<file path="config.mk">
export PLATFORM = sky130hd
export DESIGN_NAME = glzw_fifo
export DESIGN_NICKNAME = d
export VERILOG_FILES = /design/src/hw/rtl/glzw_pkg.sv /design/src/hw/rtl/glzw_fifo.sv
export VERILOG_INCLUDE_DIRS = /design/src /design/src/hw/rtl
export SDC_FILE = /design/constraint.sdc
export NUM_CORES = 1
export LEC_CHECK = 0
export BUFFER_PORTS_ARGS = -buffer_cell sky130_fd_sc_hd__buf_2
export CAP_MARGIN = 10
export CORE_ASPECT_RATIO = 1.5
export CORE_MARGIN = 2
export CORE_UTILIZATION = 49
export DETAILED_ROUTE_END_ITERATION = 10
export GPL_ROUTABILITY_DRIVEN = 0
export PLACE_DENSITY_LB_ADDON = 0.2
export SETUP_SLACK_MARGIN = 0.3
export SYNTH_ARGS = -nofsm -noshare
export SYNTH_HDL_FRONTEND = slang
export SYNTH_SLANG_ARGS = --single-unit
</file>
<file path="constraint.sdc">
create_clock -name aclk -period 2.1 [get_ports aclk]
set_input_delay 0.21 -clock aclk [delete_from_list [all_inputs] [get_ports aclk]]
set_output_delay 0.21 -clock aclk [all_outputs]
set_load 0.02 [all_outputs]
</file>
<file path="src/hw/rtl/gif_lzw_pixel_decoder_defines.svh">
// Assertion macros shared by the GIF LZW decoder RTL.
`ifndef GIF_LZW_PIXEL_DECODER_DEFINES_SVH
`define GIF_LZW_PIXEL_DECODER_DEFINES_SVH
`ifndef SYNTH
`define GLZ_ASSERT_IMPL(label, clk, rstn, ante, cons, msg) \
    label: assert property (@(posedge clk) disable iff (!rstn) (ante) |-> (cons)) \
        else $error(msg);
`define GLZ_ASSERT_NEXT(label, clk, rstn, ante, cons, msg) \
    label: assert property (@(posedge clk) disable iff (!rstn) (ante) |=> (cons)) \
        else $error(msg);
`else
`define GLZ_ASSERT_IMPL(label, clk, rstn, ante, cons, msg)
`define GLZ_ASSERT_NEXT(label, clk, rstn, ante, cons, msg)
`endif
`endif

</file>
<file path="src/hw/rtl/glzw_pkg.sv">
// Package with shared types and constants of the GIF LZW decoder.
`default_nettype none
package glzw_pkg;
    localparam int DICT_ENTRIES_DEF  = 4096;
    localparam int MAX_CODE_BITS_DEF = 12;

    localparam logic [1:0] KIND_BYTE  = 2'd0;
    localparam logic [1:0] KIND_PULL  = 2'd1;
    localparam logic [1:0] KIND_START = 2'd2;

    localparam logic [2:0] ST_TAKEN   = 3'd0;
    localparam logic [2:0] ST_REFUSED = 3'd1;
    localparam logic [2:0] ST_PIXEL   = 3'd2;
    localparam logic [2:0] ST_NEED    = 3'd3;
    localparam logic [2:0] ST_DRAIN   = 3'd4;
    localparam logic [2:0] ST_DONE    = 3'd5;
    localparam logic [2:0] ST_ERROR   = 3'd6;

    typedef struct packed {
        logic [1:0] kind;
        logic [7:0] data_byte;
    } item_t;

    typedef struct packed {
        logic [2:0] status;
        logic [7:0] pixel;
        logic       last_pixel;
    } result_t;
endpackage
`default_nettype wire

</file>
<file path="src/hw/rtl/glzw_fifo.sv">
// Small queue that decouples the item front end from the decoding engine.
`default_nettype none
`include "gif_lzw_pixel_decoder_defines.svh"
module glzw_fifo (
    input  wire              aclk,
    input  wire              aresetn,
    input  wire              in_valid,
    output logic             in_ready,
    input  wire glzw_pkg::item_t in_item,
    output logic             out_valid,
    input  wire              out_ready,
    output glzw_pkg::item_t  out_item
);
    glzw_pkg::item_t mem_reg [2];
    logic       wp_reg, rp_reg;
    logic [1:0] cnt_reg;

    assign in_ready  = (cnt_reg != 2'd2);
    assign out_valid = (cnt_reg != 2'd0);
    assign out_item  = mem_reg[rp_reg];

    always_ff @(posedge aclk) begin
        if (in_valid && in_ready) begin
            mem_reg[wp_reg] <= in_item;
        end
    end

    always_ff @(posedge aclk) begin
        if (!aresetn) begin
            wp_reg  <= 1'b0;
            rp_reg  <= 1'b0;
            cnt_reg <= 2'd0;
        end else begin
            if (in_valid && in_ready) begin
                wp_reg <= ~wp_reg;
            end
            if (out_valid && out_ready) begin
                rp_reg <= ~rp_reg;
            end
            cnt_reg <= cnt_reg + {1'b0, in_valid && in_ready}
                       - {1'b0, out_valid && out_ready};
        end
    end

    `GLZ_ASSERT_IMPL(a_cnt_range, aclk, aresetn, 1'b1, cnt_reg != 2'd3, "fifo count overflow")
    `GLZ_ASSERT_NEXT(a_full_block, aclk, aresetn, cnt_reg == 2'd2 && !(out_valid && out_ready),
        cnt_reg == 2'd2, "fifo lost full state")
    `GLZ_ASSERT_NEXT(a_empty_stay, aclk, aresetn, cnt_reg == 2'd0 && !in_valid,
        cnt_reg == 2'd0, "fifo count changed with no transfer")
endmodule
`default_nettype wire

</file>
---- Word level (Yosys, flattened, before mapping) ----
Memory sizes are Yosys's and may differ from the RTL's. A register that Yosys moved wholly into a read port is not among the register bits.
Index checks and enable logic that the tools add are counted.
storage, ports and cells
  register bits ........................... 4
  bits in writable memories ............... 20
  bits of input ports ..................... 14
  output and inout bits ................... 12
  word-level logic and storage cells ...... 16
  memories ................................ 1
operators by class
  $add $sub $neg .......................... 2
  eq/ne operators ......................... 1
  mux-type cells .......................... 4
  bitwise logic cells ..................... 2
  reduce and logical (&&, ||, !) cells .... 3
memories
  memory   words  width  read ports  clocked after Yosys merged registers in  wr ports  line             RTL
  mem_reg  2      10     1           1                                        1         glzw_fifo.sv:14  glzw_pkg::item_t mem_reg [2];
operators with widths
  cell                                  count
  two-way mux 1 bit                     4
  adder 2 x 1 -> 2 bit                  1
  logical AND 1 bit                     2
  != test 2 bit, second input constant  1
  inverter 1 bit                        2
  nonzero test 2 bit                    1
  subtractor 2 x 1 -> 2 bit             1

---- Longest topological paths before layout ----
  word-level depth ........................ 4
  depth in mapped cells ................... 8
  gate-level depth less buffers ........... 8

---- Least setup slack after synthesis ----
OpenSTA, ideal clock, no wires.
  kind .................................... flip-flop to flip-flop
  start ................................... register cnt_reg[0]
  end ..................................... register cnt_reg[1]
  library setup time ...................... 115 ps
  data arrival time ....................... 1,594 ps
  data required time ...................... 1,985 ps
  setup slack ............................. 391 ps
  stages on the path, launching flop included .. 9
  path buffers ............................ 0
  clock period less this slack ............ 1,709 ps
  path through ............................ dfxtp_1 -> nand2b_1 -> nand2_1 -> ha_1 -> inv_1 -> ha_1 -> xnor2_1 -> xnor2_1 -> and2_1
between the ends
  word-level cells in the longest chain between the ends .. 4
  elaborated cells on any way between the ends .. 6
  those cells by class .................... add/sub: 2; eq/ne: 1; reduce/logical: 3
RTL lines
  what                       line             RTL
  start, declared            glzw_fifo.sv:16  logic [1:0] cnt_reg;
  start signal, assigned     glzw_fifo.sv:40  cnt_reg <= cnt_reg + {1'b0, in_valid && in_ready}
  != test 2 bit              glzw_fifo.sv:18  assign in_ready = (cnt_reg != 2'd2);
  via in_ready               glzw_fifo.sv:8   output logic in_ready,
  logical AND 1 bit          glzw_fifo.sv:40
  adder 2 x 1 -> 2 bit       glzw_fifo.sv:40
  subtractor 2 x 1 -> 2 bit  glzw_fifo.sv:41  - {1'b0, out_valid && out_ready};
The timed path passes the listed nets, and every way through them passes these cells.
A chain may end at the register's enable or synchronous reset.

==> metrics.md <==
| Metric | Value |
|---|---|
| Status | `completed` |
| Final setup viols | `0` |
| CTS buffer count | `3` |
| # fillers | `142` |
| Sw Ratio | `30.7%` |
| Postcts setup bufs | `0` |
| Worst-Margin Slew | `0.454 ns` |
| Synth Register Bits | `25` |
| Total track usage | `13.2%` |
| Vias in the first global route | `497` |
| Worst-skew pair later-pin latency | `0.30 ns` |
| Clock group share of total power | `15.1%` |
| Ant. Diodes | `0` |
| DR vias | `522` |
| WP data arrival | `1.46 ns` |
| Post_cts resized | `0` |
| P&R area growth vs syn | `18.9%` |
| Worst Path Buf+Inv | `1` |
| Worst vdd ir | `0.691 mV` |
| Largest net degree at the start of global routing | `14` |
| Maxcap violations | `0` |
| Cell-internal power | `0.000904 W` |
| Io pins | `26` |
| Crit share post-route | `79.5%` |
| Sequential Area | `701 sq um` |
| RSZ-0062 raised after global routing | `false` |
| DP Wirelength | `1.00 mm` |
| Routed wl met2 | `692 um` |
| Clock transition at the registers of the reported paths | `0.12 ns` |
| Initial antenna violation count | `0` |
| # DRC | `0` |
| DRT Wirelength | `1.33 mm` |
| Initial DRC Count | `9` |
| Pwr Total | `0.00130 W` |
| Clock root buffer | `clkbuf_4` |
| Post-synthesis mux area share | `12.9%` |
| Slowest cell on crit path | `dfxtp_1` |
| Setup CP Type | `flip-flop to output port` |
| Met1 wire length | `549 um` |
| Routed Antenna Nets | `0` |
| Vias per inst | `4.97` |
| Clock H-tree levels | `1` |
| Post-Synth Adder-Cell Area | `2.62%` |
| LEAKAGE | `0.450 nW` |
| Initial core utilization | `52.1%` |
| Post-route cell area | `1130 sq um` |
| Main combinational cell family by area after synthesis | `multiplexers` |
| CP Launch Type | `flip-flop` |
| Comb power frac | `32.6%` |
| Largest delay share family, worst path | `flip-flops` |
| Highest Clock Rate | `599 MHz` |
| Hold Violations, Final | `0` |
| Hold-fix buffers, CTS | `0` |
| Area taken by multi-input logic gates | `244 sq um` |
| Min Tclk post-route | `1.67 ns` |
| Post-synthesis compound-gate area fraction | `0.919%` |
| Yosys cell types | `16` |
| Xor and xnor area share after synthesis | `2.76%` |
| Synth warnings | `0` |
| Crit-path max FO | `10` |
| Grt total ovfl | `0` |
| Seq pwr share | `52.3%` |
| Setup TNS | `0 ns` |
| Worst hold path type | `input pin to flip-flop` |
| Relative slew slack | `69.7%` |
| Clk_skew | `0.00253 ns` |
| NetSw | `0.000400 W` |
| Top cells by area, synth | `edfxtp_1 63%, mux2_2 12%, dfxtp_1 10%` |
| Cell Rows | `19` |
| Share of cells above drive strength 1 | `48.8%` |
| CP Capture Type | `output port` |
| Core Footprint | `1830 sq um` |
| Die Width | `40.0 um` |
| Worst endpoint required time | `1.89 ns` |
| Highest Signal Layer | `met4` |
| Layout net count | `101` |
| CTS tree | `done` |
| Clock Sinks | `25` |
| Die area | `2320 sq um` |
| Global-route wire length before repair | `2.02 mm` |
| Syn Inst Count | `55` |
| DIE HEIGHT | `58.0 um` |
| Cell area power density | `1150 nW/um^2` |
| Synth top area share | `63.0%` |
| Routed len/inst | `12.6 um` |
| Fraction of the mapped netlist area in simple logic gates | `6.43%` |
| Max-slew violation count | `0` |
| Post-synthesis sequential area ratio | `73.5%` |
| DRT Pass-1 Iters | `3` |
| Syn Nets | `71` |
| Dpl cell area | `1110 sq um` |
| Leading area contributor after synthesis | `edfxtp_1` |
| Syn Std Cell Area | `953 sq um` |
| Port bufs | `25` |
| Max incr delay on CP | `0.61 ns` |
| Crit-path cells | `mux2_2, buf_2` |
| Max reg flops | `20` |
| Met3 routed WL | `70 um` |
| Longest Clk Path Bufs | `2` |
| Mean Syn Cell Area | `17.3 sq um` |
## routing by layer
layer,GRT usage (%),vias to the layer above
li1,-,259
met1,15.3,244
met2,21.7,17
met3,2.30,2
met4,7.39,0
met5,0,-
## synthesized netlist by cell type
master    number
edfxtp_1      20
mux2_2        10
dfxtp_1        5
xnor2_1        3
and2_1         2
ha_1           2
nand2_1        2
nand2b_1       2
nor2b_1        2
and3_1         1
buf_2          1
inv_1          1
mux2i_1        1
nor2_1         1
o21a_2         1
or2_2          1
## kinds of logic after synthesis
kind of cell / after synthesis
DFF: 25
muxes: 11
and+or+nand+nor: 11
xor gates and xnor gates: 3
buffers and inverters: 2
adders and majority gates: 2
AOI/OAI and AO/OA: 1
## area by class of cell
type,instances,area share [%]
inverter,1,0.331
sequential,25,61.8
multi-input combinational,28,21.5
clock buffer,4,2.32
timing repair buffer,26,11.7
tap,21,2.32
## metrics by stage
step                      util [%]  hold slack, ns  cells  setup slack, ns
final                         61.9          0.0888    105            0.431
after global placement        60.5           0.398    101            0.541
after detailed placement      60.5           0.401    101            0.496
after global routing          61.9          0.0763    105            0.329
after floorplan                  -           0.309     55            0.391
after CTS                     61.9          0.0792    105            0.396
## path summary, 6_finish.rpt
| kind | startpoint | to | slack [ns] | cells past startpoint |
|---|---|---|---|---|
| max | flip-flop | out_item[0] | 0.43 | 2 |
| min | in_item[0] | mem_reg[1][0] | 0.09 | 1 |
| max reg2reg | cnt_reg[0] | cnt_reg[1] | 0.48 | 8 |
| min reg2reg | wp_reg | wp_reg | 0.49 | 2 |
## power by group through the flow
stage	logic [W]	registers, W	clock network, W
2_1_floorplan	0.000335	0.000663	0
3_3_place_gp	0.000425	0.000692	0
3_5_place_dp	0.000431	0.000695	0
4_1_cts	0.000433	0.000685	0.000205
5_1_grt	0.000468	0.000695	0.000220
6_report	0.000425	0.000682	0.000197
## cells in the final DEF (no fill, tap or decap), drive strengths merged
master,netlist,layout
buf,1,26
edfxtp,20,20
mux2,10,10
dfxtp,5,5
clkbuf,0,4
xnor2,3,3
nand2b,2,2
nand2,2,2
nor2b,2,2
and2,2,2
ha,2,2
o21a,1,1
or2,1,1
inv,1,1
and3,1,1
nor2,1,1
mux2i,1,1
## worst register-to-register path: stages (launching register included)
cell and delay [ns]:
dfxtp_1 0.38, nand2b_1 0.15, nand2_1 0.11, ha_1 0.29, inv_1 0.04, ha_1 0.18, xnor2_1 0.13, xnor2_1 0.12
and2_1 0.14
Power figures use the tool's default switching activity.
